**src/rtl/mtt_pkg.sv**
```systemverilog
// ----------------------------------------------------------------------------
// mtt_pkg
// Shared types and constants for the countdown timer table.
// ----------------------------------------------------------------------------
`default_nettype none

package mtt_pkg;

	localparam int NumTimers = 32;
	localparam int SlotCap   = 32;
	localparam int NumSlots  = (NumTimers < SlotCap) ? NumTimers : SlotCap;
	localparam int PosW      = (NumSlots > 1) ? $clog2(NumSlots) : 1;

	localparam int OpW    = 3;
	localparam int IdxW   = 5;
	localparam int ByteW  = 8;
	localparam int CountW = 32;
	localparam int KindW  = 2;
	localparam int StatW  = 2;

	typedef enum logic [OpW-1:0] {
		OP_ALLOC    = 3'd0,
		OP_FREE     = 3'd1,
		OP_INIT     = 3'd2,
		OP_SET_TIME = 3'd3,
		OP_TICK     = 3'd4
	} op_t;

	typedef enum logic [KindW-1:0] {
		KIND_ALLOC  = 2'd0,
		KIND_ACK    = 2'd1,
		KIND_EXPIRE = 2'd2
	} kind_t;

	typedef enum logic [StatW-1:0] {
		STAT_OK        = 2'd0,
		STAT_NO_FREE   = 2'd1,
		STAT_BAD_INDEX = 2'd2
	} status_t;

	typedef enum logic [1:0] {
		SLOT_FREE  = 2'd0,
		SLOT_ALLOC = 2'd1,
		SLOT_RUN   = 2'd2
	} slot_state_t;

	typedef struct packed {
		slot_state_t       state;
		logic [CountW-1:0] remaining;
		logic [ByteW-1:0]  dest;
		logic [ByteW-1:0]  data;
	} slot_rec_t;

	typedef struct packed {
		logic [OpW-1:0]    op;
		logic              hit;
		logic              found;
		logic [ByteW-1:0]  dest;
		logic [ByteW-1:0]  data;
		logic [CountW-1:0] timeout;
	} head_cmd_t;

	typedef struct packed {
		logic claim;
		logic expire;
	} head_flags_t;

endpackage

`default_nettype wire

```
**src/rtl/mtt_cell.sv**
```systemverilog
// ----------------------------------------------------------------------------
// mtt_cell
// One stage of the slot ring: holds a slot record and takes its neighbor's.
// ----------------------------------------------------------------------------
`default_nettype none

module mtt_cell (
	input  wire                  clk,
	input  wire                  arst_n,
	input  wire                  shift,
	input  mtt_pkg::slot_rec_t   rec_in,
	output mtt_pkg::slot_rec_t   rec_out
);

	mtt_pkg::slot_state_t              state_q;
	logic [mtt_pkg::CountW-1:0]        remaining_q;
	logic [mtt_pkg::ByteW-1:0]         dest_q;
	logic [mtt_pkg::ByteW-1:0]         data_q;

	// slot state must come up free
	always_ff @(posedge clk or negedge arst_n) begin
		if (!arst_n) begin
			state_q <= mtt_pkg::SLOT_FREE;
		end else if (shift) begin
			state_q <= rec_in.state;
		end
	end

	always_ff @(posedge clk) begin
		if (shift) begin
			remaining_q <= rec_in.remaining;
			dest_q      <= rec_in.dest;
			data_q      <= rec_in.data;
		end
	end

	assign rec_out.state     = state_q;
	assign rec_out.remaining = remaining_q;
	assign rec_out.dest      = dest_q;
	assign rec_out.data      = data_q;

endmodule

`default_nettype wire

```
**src/rtl/mtt_head.sv**
```systemverilog
// ----------------------------------------------------------------------------
// mtt_head
// Update of the head-of-ring slot record, one slot per cycle unless stalled.
// ----------------------------------------------------------------------------
`default_nettype none

module mtt_head (
	input  mtt_pkg::head_cmd_t   cmd,
	input  mtt_pkg::slot_rec_t   rec_in,
	output mtt_pkg::slot_rec_t   rec_out,
	output mtt_pkg::head_flags_t flags
);

	logic [mtt_pkg::CountW-1:0] dec;

	assign dec = rec_in.remaining - mtt_pkg::CountW'(1);

	always_comb begin
		rec_out = rec_in;
		flags   = '0;
		case (cmd.op)
			mtt_pkg::OP_ALLOC: begin
				// first free slot seen on this pass
				if (!cmd.found && rec_in.state == mtt_pkg::SLOT_FREE) begin
					rec_out.state = mtt_pkg::SLOT_ALLOC;
					flags.claim   = 1'b1;
				end
			end
			mtt_pkg::OP_FREE: begin
				if (cmd.hit) begin
					rec_out.state = mtt_pkg::SLOT_FREE;
				end
			end
			mtt_pkg::OP_INIT: begin
				if (cmd.hit) begin
					rec_out.dest = cmd.dest;
					rec_out.data = cmd.data;
				end
			end
			mtt_pkg::OP_SET_TIME: begin
				if (cmd.hit) begin
					rec_out.remaining = cmd.timeout;
					rec_out.state     = mtt_pkg::SLOT_RUN;
				end
			end
			mtt_pkg::OP_TICK: begin
				if (rec_in.state == mtt_pkg::SLOT_RUN) begin
					rec_out.remaining = dec;
					if (dec == '0) begin
						rec_out.state = mtt_pkg::SLOT_ALLOC;
						flags.expire  = 1'b1;
					end
				end
			end
			default: begin
			end
		endcase
	end

endmodule

`default_nettype wire

```
**src/rtl/multi_timer_table_core.sv**
```systemverilog
// ----------------------------------------------------------------------------
// multi_timer_table_core
// Countdown timer table; slot records rotate through a ring of cells and are
// updated one at a time as they pass the head.
// ----------------------------------------------------------------------------
// result: an item's last result follows one full turn of the ring and the
// flush state; a new item is taken only after the last one is done, the ring
//   making one full turn per item; a stalled result output can pause the ring
// reset: asynchronous, all slots free and tick count zero at once, no sweep
// ----------------------------------------------------------------------------
`default_nettype none

module multi_timer_table_core (
	input  wire         clk,
	input  wire         arst_n,
	input  wire         s_axis_tvalid,
	output logic        s_axis_tready,
	// timer_index[4:0], dest_id[12:5], event_data[20:13], timeout[52:21], pad
	input  wire  [55:0] s_axis_tdata,
	// op[2:0]
	input  wire  [2:0]  s_axis_tuser,
	output logic        m_axis_tvalid,
	input  wire         m_axis_tready,
	// status[1:0], slot[6:2], out_dest[14:7], out_data[22:15],
	// tick_count[54:23], pad
	output logic [55:0] m_axis_tdata,
	// kind[1:0]
	output logic [1:0]  m_axis_tuser,
	output logic        m_axis_tlast
);

	typedef enum logic [1:0] {
		ST_IDLE,
		ST_WALK,
		ST_FLUSH
	} fsm_t;

	fsm_t                              state_q;
	logic [mtt_pkg::OpW-1:0]           op_q;
	logic [mtt_pkg::IdxW-1:0]          idx_q;
	logic [mtt_pkg::ByteW-1:0]         dest_q;
	logic [mtt_pkg::ByteW-1:0]         data_q;
	logic [mtt_pkg::CountW-1:0]        timeout_q;
	logic                              ok_q;
	logic [mtt_pkg::PosW-1:0]          pos_q;
	logic                              found_q;
	logic [mtt_pkg::PosW-1:0]          found_slot_q;
	logic                              pend_q;
	logic [mtt_pkg::PosW-1:0]          pend_slot_q;
	logic [mtt_pkg::ByteW-1:0]         pend_dest_q;
	logic [mtt_pkg::ByteW-1:0]         pend_data_q;
	logic [mtt_pkg::CountW-1:0]        ticks_q;

	logic                              out_valid_q;
	logic [mtt_pkg::KindW-1:0]         out_kind_q;
	logic [mtt_pkg::StatW-1:0]         out_status_q;
	logic [mtt_pkg::IdxW-1:0]          out_slot_q;
	logic [mtt_pkg::ByteW-1:0]         out_dest_q;
	logic [mtt_pkg::ByteW-1:0]         out_data_q;
	logic [mtt_pkg::CountW-1:0]        out_ticks_q;
	logic                              out_last_q;

	mtt_pkg::slot_rec_t                ring_rec [mtt_pkg::NumSlots];
	mtt_pkg::slot_rec_t                next_rec [mtt_pkg::NumSlots];
	mtt_pkg::slot_rec_t                head_rec;
	mtt_pkg::head_cmd_t                head_cmd;
	mtt_pkg::head_flags_t              head_flags;

	logic                              out_free;
	logic                              out_load;
	logic                              walk_stall;
	logic                              shift;
	logic                              last_pos;
	logic                              in_ok;

	logic [mtt_pkg::KindW-1:0]         fin_kind;
	logic [mtt_pkg::StatW-1:0]         fin_status;
	logic [mtt_pkg::IdxW-1:0]          fin_slot;
	logic [mtt_pkg::ByteW-1:0]         fin_dest;
	logic [mtt_pkg::ByteW-1:0]         fin_data;

	assign s_axis_tready = (state_q == ST_IDLE);
	assign in_ok         = ({1'b0, s_axis_tdata[4:0]} <
		(mtt_pkg::IdxW+1)'(mtt_pkg::NumSlots));

	assign out_free   = !out_valid_q || m_axis_tready;
	// a second expiry needs the earlier one moved to the output first
	assign walk_stall = head_flags.expire && pend_q && !out_free;
	assign shift      = (state_q == ST_WALK) && !walk_stall;
	assign last_pos   = (pos_q == mtt_pkg::PosW'(mtt_pkg::NumSlots - 1));
	assign out_load   = (shift && head_flags.expire && pend_q) ||
		(state_q == ST_FLUSH && out_free);

	assign head_cmd.op      = op_q;
	assign head_cmd.hit     = ok_q && (idx_q == mtt_pkg::IdxW'(pos_q));
	assign head_cmd.found   = found_q;
	assign head_cmd.dest    = dest_q;
	assign head_cmd.data    = data_q;
	assign head_cmd.timeout = timeout_q;

	mtt_head u_head (
		.cmd     (head_cmd),
		.rec_in  (ring_rec[0]),
		.rec_out (head_rec),
		.flags   (head_flags)
	);

	// ring: every cell takes its upper neighbor, the top cell takes the head
	for (genvar i = 0; i < mtt_pkg::NumSlots; i++) begin : g_ring
		if (i == mtt_pkg::NumSlots - 1) begin : g_top
			assign next_rec[i] = head_rec;
		end else begin : g_mid
			assign next_rec[i] = ring_rec[i+1];
		end
		mtt_cell u_cell (
			.clk     (clk),
			.arst_n  (arst_n),
			.shift   (shift),
			.rec_in  (next_rec[i]),
			.rec_out (ring_rec[i])
		);
	end

	// closing result of the pass
	always_comb begin
		fin_kind   = mtt_pkg::KIND_ACK;
		fin_status = mtt_pkg::STAT_OK;
		fin_slot   = '0;
		fin_dest   = '0;
		fin_data   = '0;
		case (op_q)
			mtt_pkg::OP_ALLOC: begin
				fin_kind = mtt_pkg::KIND_ALLOC;
				if (found_q) begin
					fin_slot = mtt_pkg::IdxW'(found_slot_q);
				end else begin
					fin_status = mtt_pkg::STAT_NO_FREE;
				end
			end
			mtt_pkg::OP_FREE, mtt_pkg::OP_INIT, mtt_pkg::OP_SET_TIME: begin
				if (!ok_q) begin
					fin_status = mtt_pkg::STAT_BAD_INDEX;
				end
			end
			mtt_pkg::OP_TICK: begin
				if (pend_q) begin
					fin_kind = mtt_pkg::KIND_EXPIRE;
					fin_slot = mtt_pkg::IdxW'(pend_slot_q);
					fin_dest = pend_dest_q;
					fin_data = pend_data_q;
				end
			end
			default: begin
			end
		endcase
	end

	always_ff @(posedge clk or negedge arst_n) begin
		if (!arst_n) begin
			state_q      <= ST_IDLE;
			op_q         <= '0;
			idx_q        <= '0;
			dest_q       <= '0;
			data_q       <= '0;
			timeout_q    <= '0;
			ok_q         <= 1'b0;
			pos_q        <= '0;
			found_q      <= 1'b0;
			found_slot_q <= '0;
			pend_q       <= 1'b0;
			pend_slot_q  <= '0;
			pend_dest_q  <= '0;
			pend_data_q  <= '0;
			ticks_q      <= '0;
			out_valid_q  <= 1'b0;
			out_kind_q   <= '0;
			out_status_q <= '0;
			out_slot_q   <= '0;
			out_dest_q   <= '0;
			out_data_q   <= '0;
			out_ticks_q  <= '0;
			out_last_q   <= 1'b0;
		end else begin
			if (out_valid_q && m_axis_tready && !out_load) begin
				out_valid_q <= 1'b0;
			end
			case (state_q)
				ST_IDLE: begin
					if (s_axis_tvalid) begin
						op_q      <= s_axis_tuser;
						idx_q     <= s_axis_tdata[4:0];
						dest_q    <= s_axis_tdata[12:5];
						data_q    <= s_axis_tdata[20:13];
						timeout_q <= s_axis_tdata[52:21];
						ok_q      <= in_ok;
						pos_q     <= '0;
						found_q   <= 1'b0;
						pend_q    <= 1'b0;
						if (s_axis_tuser == mtt_pkg::OP_TICK) begin
							ticks_q <= ticks_q + mtt_pkg::CountW'(1);
						end
						state_q <= ST_WALK;
					end
				end
				ST_WALK: begin
					if (shift) begin
						pos_q <= pos_q + mtt_pkg::PosW'(1);
						if (head_flags.claim) begin
							found_q      <= 1'b1;
							found_slot_q <= pos_q;
						end
						if (head_flags.expire) begin
							// hold the newest expiry back until we know if it is last
							if (pend_q) begin
								out_valid_q  <= 1'b1;
								out_kind_q   <= mtt_pkg::KIND_EXPIRE;
								out_status_q <= mtt_pkg::STAT_OK;
								out_slot_q   <= mtt_pkg::IdxW'(pend_slot_q);
								out_dest_q   <= pend_dest_q;
								out_data_q   <= pend_data_q;
								out_ticks_q  <= ticks_q;
								out_last_q   <= 1'b0;
							end
							pend_q      <= 1'b1;
							pend_slot_q <= pos_q;
							pend_dest_q <= ring_rec[0].dest;
							pend_data_q <= ring_rec[0].data;
						end
						if (last_pos) begin
							state_q <= ST_FLUSH;
						end
					end
				end
				ST_FLUSH: begin
					if (out_free) begin
						out_valid_q  <= 1'b1;
						out_kind_q   <= fin_kind;
						out_status_q <= fin_status;
						out_slot_q   <= fin_slot;
						out_dest_q   <= fin_dest;
						out_data_q   <= fin_data;
						out_ticks_q  <= ticks_q;
						out_last_q   <= 1'b1;
						pend_q       <= 1'b0;
						pos_q        <= '0;
						state_q      <= ST_IDLE;
					end
				end
				default: begin
					state_q <= ST_IDLE;
				end
			endcase
		end
	end

	assign m_axis_tvalid = out_valid_q;
	assign m_axis_tuser  = out_kind_q;
	assign m_axis_tlast  = out_last_q;
	assign m_axis_tdata  = {1'b0, out_ticks_q, out_data_q, out_dest_q, out_slot_q,
		out_status_q};

	a_busy_after_beat: assert property (@(posedge clk) disable iff (!arst_n)
		s_axis_tvalid && s_axis_tready |=> !s_axis_tready)
		else $error("input taken again right after a beat");

	a_ring_parked: assert property (@(posedge clk) disable iff (!arst_n)
		state_q == ST_IDLE |-> pos_q == '0)
		else $error("ring not aligned while idle");

	a_only_expiry_mid: assert property (@(posedge clk) disable iff (!arst_n)
		m_axis_tvalid && !m_axis_tlast |-> m_axis_tuser == mtt_pkg::KIND_EXPIRE)
		else $error("non-final result that is not an expiry");

	a_pend_in_pass: assert property (@(posedge clk) disable iff (!arst_n)
		pend_q |-> state_q != ST_IDLE && op_q == mtt_pkg::OP_TICK)
		else $error("held expiry outside a tick pass");

endmodule

`default_nettype wire
```
**config.mk**
```make
export PLATFORM = sky130hd
export DESIGN_NAME = multi_timer_table_core
export DESIGN_NICKNAME = d
export VERILOG_FILES = /design/src/rtl/mtt_pkg.sv /design/src/rtl/mtt_cell.sv /design/src/rtl/mtt_head.sv /design/src/rtl/multi_timer_table_core.sv
export SDC_FILE = /design/constraint.sdc
export NUM_CORES = 2
export LEC_CHECK = 0
export BUFFER_PORTS_ARGS = -buffer_cell sky130_fd_sc_hd__buf_2
export CAP_MARGIN = 20
export CORE_MARGIN = 2
export CORE_UTILIZATION = 45
export DETAILED_ROUTE_END_ITERATION = 6
export PLACE_DENSITY_LB_ADDON = 0.05
export SLEW_MARGIN = 10
export SYNTH_ARGS = -nofsm -noshare
export SYNTH_HDL_FRONTEND = slang
export SYNTH_HIERARCHICAL = 1
export SYNTH_SLANG_ARGS = --single-unit
```
**constraint.sdc**
```tcl
create_clock -name clk -period 43.6 [get_ports clk]
set_clock_uncertainty 0.15 [all_clocks]
set_input_delay 8.72 -clock clk [delete_from_list [all_inputs] [get_ports clk]]
set_output_delay 8.72 -clock clk [all_outputs]
set_load 0.03 [all_outputs]
```
; ---- Yosys cells after proc, flatten, opt, wreduce, memory -nomap -nowiden
; Cells that the tools add are included.
[totals]
register_bits = 1783
output_inout_bits = 61
[op_classes]
addsub = 3
eq_ne = 17
n_mux = 84
n_reduce_logical = 34
[op_table]
columns = op, count
row1 = 32-bit 2-to-1 mux, 4
row2 = 32-bit case mux with 2 select lines, 2
row3 = 8-bit 2-to-1 mux, 12
row4 = 34-bit 2-to-1 mux, 2
row5 = 5-bit 2-to-1 mux, 9
row6 = 2-bit 2-to-1 mux, 17
row7 = "32-bit by 1-bit adder with 32-bit output, second input constant", 1
row8 = 32-bit zero test, 1
row9 = 16-bit 2-to-1 mux, 2
row10 = 8-bit case mux with 2 select lines, 2
row11 = "32-bit by 1-bit subtractor with 32-bit output, second input constant", 1
row12 = 1-bit 2-to-1 mux, 21
row13 = 5-bit case mux with 2 select lines, 2
row14 = 2-bit case mux with 2 select lines, 4
row15 = 5-bit case mux with 3 select lines, 1
row16 = "2-bit inequality test, second input constant", 7
row17 = 4-bit AND reduction, 3
row18 = 1-bit logical AND, 10
row19 = 5-bit AND reduction, 2
row20 = 3-bit AND reduction, 3
row21 = 2-bit case mux with 4 select lines, 1
row22 = "3-bit by 2-bit equality test with 1-bit output, second input constant", 2
row23 = "3-bit equality test, second input constant", 2
row24 = 1-bit case mux with 2 select lines, 3
row25 = other kinds (16), 24

; ---- Logic depth before layout (Yosys ltp)
[depth]
ltp_word = 19
depth_mapped = 15
ltp_nobuf = 12

; ---- Hierarchy
; The synthesis kept the hierarchy.
[by_module_without_submodules]
columns = module, instances, cells_each, area_each_um2
row1 = mtt_cell, 32, 52, 1514.0
row2 = multi_timer_table_core, 1, 569, 7599.8
row3 = mtt_head, 1, 294, 1814.2

; ---- Worst setup path after synthesis
; OpenSTA, ideal clock, no wires.
[synth_timing]
kind = input port to flip-flop
startpoint = input m_axis_tready
endpoint = register pend_data_q[1] in the netlist's numbering
t_arrival_ns = 31.760
required_time_ns = 43.325
setup_slack_ns = 11.566
stages = 6
n_path_buf = 2
cell_sequence = nand4b_2 -> and2_1 -> clkbuf_2 -> nand2_1 -> buf_4 -> mux2_2
[synth_via]
elab_chain_cells = 6
[synth_rtl]
columns = element, line
row1 = from (decl), multi_timer_table_core.sv:23  ; input wire m_axis_tready,
row2 = 1-bit logical OR, multi_timer_table_core.sv:86  ; assign out_free = !out_valid_q || m_axis_tready;
row3 = 1-bit zero test, multi_timer_table_core.sv:88  ; assign walk_stall = head_flags.expire && pend_q && !out_free;
row4 = 1-bit logical AND, multi_timer_table_core.sv:88
row5 = 1-bit zero test, multi_timer_table_core.sv:89  ; assign shift = (state_q == ST_WALK) && !walk_stall;
row6 = 1-bit logical AND, multi_timer_table_core.sv:89
row7 = via shift, multi_timer_table_core.sv:72  ; logic shift;
row8 = 3-bit AND reduction (no line), -
row9 = to (signal assigned), multi_timer_table_core.sv:227  ; pend_data_q <= ring_rec[0].data;
row10 = to (decl), multi_timer_table_core.sv:51  ; logic [mtt_pkg::ByteW-1:0] pend_data_q;
; The timed path passes the listed nets, and every way through them passes these cells.
; A chain may end at the register's enable or synchronous reset.

; ---- Final worst setup path
[layout_timing]
startpoint = input m_axis_tready
endpoint = register g_ring[2].u_cell/dest_q[1] in the netlist's numbering, enable pin
[layout_via]
elab_chain_cells = 5
[layout_rtl]
columns = element, line
row1 = 1-bit logical OR, multi_timer_table_core.sv:86
row2 = 1-bit zero test, multi_timer_table_core.sv:88
row3 = 1-bit logical AND, multi_timer_table_core.sv:88
row4 = 1-bit zero test, multi_timer_table_core.sv:89
row5 = 1-bit logical AND, multi_timer_table_core.sv:89
row6 = to (signal assigned), mtt_cell.sv:32  ; dest_q <= rec_in.dest;
row7 = to (decl), mtt_cell.sv:17  ; logic [mtt_pkg::ByteW-1:0] dest_q;
; Every way passes these cells.

==> impl_results.md <==
- Nets: approximately 2900
- IO buf count: 119
- Row count: approximately 130
- Area post-placement: slightly above 60000 sq um
- Total core area: ~130000 sq um
- Startpoint Class: input pin
- Die area: roughly 130000 sq um
- PostCTS Resize Cnt: 0
- Ys flop type: edfxtp_1
- Internal power: about 4.1 mW
- Clk_lat worst skew: approximately 0.78 ns
- Vias in the first global route: around 24000
- Layout cells sized above 1: roughly a fifth
- Setup CP Type: in2reg
- Power Density: about 81 nW/um^2
- Crit path capture type: register
- Total wire length: 91300 um
- Initial antenna violation count: 4
- Unrepaired setup endpoints after global routing: false
- Status: complete, no violations
- Final ANT Viol Nets: 0
- CP Data Arrival Time: 12.87 ns
- Largest delay share family, worst path: buffers and inverters
- Die Height: 363 um
- Fin. max-slew vios: 0
- Post-synth EDFFs: approximately 1500
- Hold Buf Count CTS: 0
- DR pass1 iterations: 5
- Design area: approximately 67000 sq um
- Placer Congestion: about 0.81
- Flops & latches, synth: between 1500 and 2000
- Post-Syn Area: 57900 sq um
- Synth area leaders: edfxtp_1, dfrtp_1, mux2_2
- Iter 0 DRT Violations: between 2000 and 2500
- Tcrit/Tclk final: 29.0%
- Fin crit period: between 10 and 15 ns
- Worst VDD drop: just over 0.00006 V
- CTS tree: built
- Yosys top cell by area: edfxtp_1
- GRT Total Usage: about 14%
- Detailed placer's ending HPWL: approximately 48000 um
- CP dominant cell by count: buf_4
- Post-Synthesis Mean Instance Area: about 23 sq um
- Clock sinks: ~1800
- Worst Hold Class: reg2reg
- Switching pwr: approximately 1.3 mW
- Io pins: approximately 120
- Worst slew pin tran: 1.18 ns
- Vias per cell: just over 5
- Clock power share: between 20% and 30%
- Initial Util: 45.4%
- Die Wd: 363 um
- Seq/Total Area, Yosys: between 90% and 100%
- Reg power frac: between 60% and 70%
- Syn Nets: 2600
- Number of buffers added for setup after CTS: 0
- Buf/Inv on CP: 5
- Clock-pin slew on the worst setup and hold paths: 0.06 ns
- Vias post-DR: around 24000
- Warnings, synthesis: 6
- Critical Path, Cell by Cell: buf_2 -> nand4b_2 -> and2_4 -> buf_4 -> buf_12 -> buf_4 -> buf_4
- Synth async-reset ratio: about 14%
- Maximum clock rate: between 70 and 80 MHz
- Largest net degree at the start of global routing: around 210
- Max-Cap Viols: 0
- CTS max path bufs: 3
- # DRC: 0
- H-tree levels: 4
- Max-Slew Margin vs Limit: a little over a fifth
- Synth unique cells: between 70 and 80
- Critical-path top delay cell: buf_4
- Root Driver: clkbuf_16
- Setup_tns: 0 ns
- P_leak: about 24 nW
- Net Sw Frac: about a quarter
- Critical Path Fanout Max: 173
- Avg WL per Cell: a little under 20 um
- Comb power frac: under 10%
- Area share of the largest cell type after synthesis: around four fifths
- First-pass GRT wire length: about 140000 um
- Required time of the critical path: around 44 ns
- Gate Count Post-Synth: between 2000 and 3000
- Final hold violations: 0
- Grt ovf: 0
- Setup Viol. Count Final: 0
- CP max stage delay: 0.86 ns
- Num CTS Buffers: approximately 180
- Layout area overhead: 15.1%
- Antenna cell count: 0
## power groups by stage
stage / combinational [mW] / clock [mW] / sequential, mW
after detailed placement: 0.481 / 0 / 3.39
final: 0.483 / 1.51 / 3.37
after global placement: 0.455 / 0 / 3.38
after global routing: 0.536 / 1.64 / 3.46
after CTS: 0.479 / 1.57 / 3.40
after floorplan: 0.375 / 0 / 3.92
## cell usage after synthesis, types with 3 or more instances
cell type / number
nor2b_1: 6
and3_1: 12
o31a_1: 3
nand4_1: 27
a31oi_1: 7
buf_2: 13
clkbuf_1: 25
buf_1: 4
a22oi_1: 8
xnor2_1: 27
and4_1: 7
nor3_1: 27
a21o_1: 6
edfxtp_1: 1536
nand2_1: 82
mux2_2: 197
and2_1: 9
o21ai_0: 42
ha_1: 10
nor4_2: 3
a211oi_1: 6
o31ai_1: 10
a21oi_1: 21
or3_1: 6
inv_1: 16
nor4b_1: 3
nand2b_1: 4
or4_1: 4
nor4_1: 11
a311oi_1: 5
a221o_1: 9
nor2_1: 36
dfrtp_1: 247
o311ai_0: 6
xor2_1: 11
o211ai_1: 7
o22ai_1: 3
buf_4: 4
nand3_1: 22
## layout make-up
| class | count | area [sq um] |
|---|---|---|
| clock inverter | 100 | 1120 |
| multi-input combinational | 678 | 5280 |
| clock buffer | 228 | 4740 |
| tap | 1662 | 2080 |
| inverter | 18 | 67.6 |
| fill | 9931 | 60900 |
| sequential | 1783 | 52300 |
| timing repair buffer | 147 | 993 |
## cells by family (layout without fill, tap and decap cells)
logic type	count (synthesis)	count (layout)	share of synthesized area, %
AOI/OAI and AO/OA	148	148	1.74
xor gates and xnor gates	38	38	0.575
adders and majority gates	10	10	0.216
buffers and inverters	66	493	0.497
DFF	1783	1783	90.4
muxes	199	199	3.87
other	1	1	0.00648
and+or+nand+nor	282	282	2.70
## worst reg2reg max path: stages (launching register included)
cell	delay [ns]
edfxtp_1	0.54
nor4_2	0.87
nand3_1	0.45
nor3_1	0.36
a2111oi_0	0.27
o21ai_0	0.22
nor3_1	0.07
buf_4	0.20
nand4b_2	0.23
and2_4	0.52
buf_4	0.70
buf_12	0.76
buf_4	0.84
buf_4	0.87
## path summary, 6_finish.rpt
check,slack [ns],start,cells after the start,to
max in group asynchronous,33.34,arst_n,4,data_q[5]
min in group asynchronous,7.85,arst_n,1,out_ticks_q[24]
worst max register to register,36.06,g_ring[0].u_cell/remaining_q[0],13,g_ring[2].u_cell/dest_q[1]
worst max-delay path,30.96,m_axis_tready,7,g_ring[2].u_cell/dest_q[1]
worst min register to register,0.26,g_ring[1].u_cell/remaining_q[26],0,g_ring[0].u_cell/remaining_q[26]
worst min-delay path,0.26,g_ring[1].u_cell/remaining_q[26],0,g_ring[0].u_cell/remaining_q[26]
## routing by layer
layer	up-vias	wire length, um	track usage [%]
met4	4	2030	4.90
met5	-	20	0
met3	181	4060	3.30
met1	12361	45800	21.4
li1	10547	-	-
met2	516	39400	19.1
## metrics by stage
step                power, mW  util [%]  hold WS, ns  worst slack [ns]  instances
global route             5.64      52.2        0.263             30.59       4616
global placement         3.84      47.5        0.251             30.17       4281
CTS                      5.45      52.1        0.252             30.80       4609
detailed placement       3.87      47.5        0.255             29.93       4281
finish                   5.37      52.2        0.258             30.96       4616
floorplan                4.30         -        0.250             11.57       2527
## flip-flops by register name, summed over array words and instances (netlist names), 8 cells and up
register and cells:
out_ticks_q 32, data_q 8, g_ring.u_cell/remaining_q 1024, g_ring.u_cell/state_q 64, out_data_q 8, out_dest_q 8, pend_data_q 8, ticks_q 32
g_ring.u_cell/dest_q 256, timeout_q 32, g_ring.u_cell/data_q 256, dest_q 8, pend_dest_q 8
## layout by cell type, fill, tap and decap left out, drive strengths merged, types with 4 or more instances in the layout
| cell type | count |
|---|---|
| a211oi | 7 |
| a21o | 6 |
| a21oi | 22 |
| a221o | 10 |
| a22oi | 8 |
| a311oi | 5 |
| a31oi | 7 |
| and2 | 9 |
| and3 | 13 |
| and4 | 8 |
| buf | 147 |
| bufinv | 19 |
| clkbuf | 228 |
| clkinv | 71 |
| dfrtp | 247 |
| edfxtp | 1536 |
| ha | 10 |
| inv | 26 |
| mux2 | 197 |
| nand2 | 82 |
| nand2b | 4 |
| nand3 | 22 |
| nand4 | 28 |
| nor2 | 37 |
| nor2b | 6 |
| nor3 | 28 |
| nor4 | 16 |
| o211ai | 7 |
| o21ai | 43 |
| o311ai | 6 |
| o31ai | 10 |
| or3 | 6 |
| or4 | 7 |
| xnor2 | 27 |
| xor2 | 11 |
Note: power is estimated with default switching activity, not from simulation.
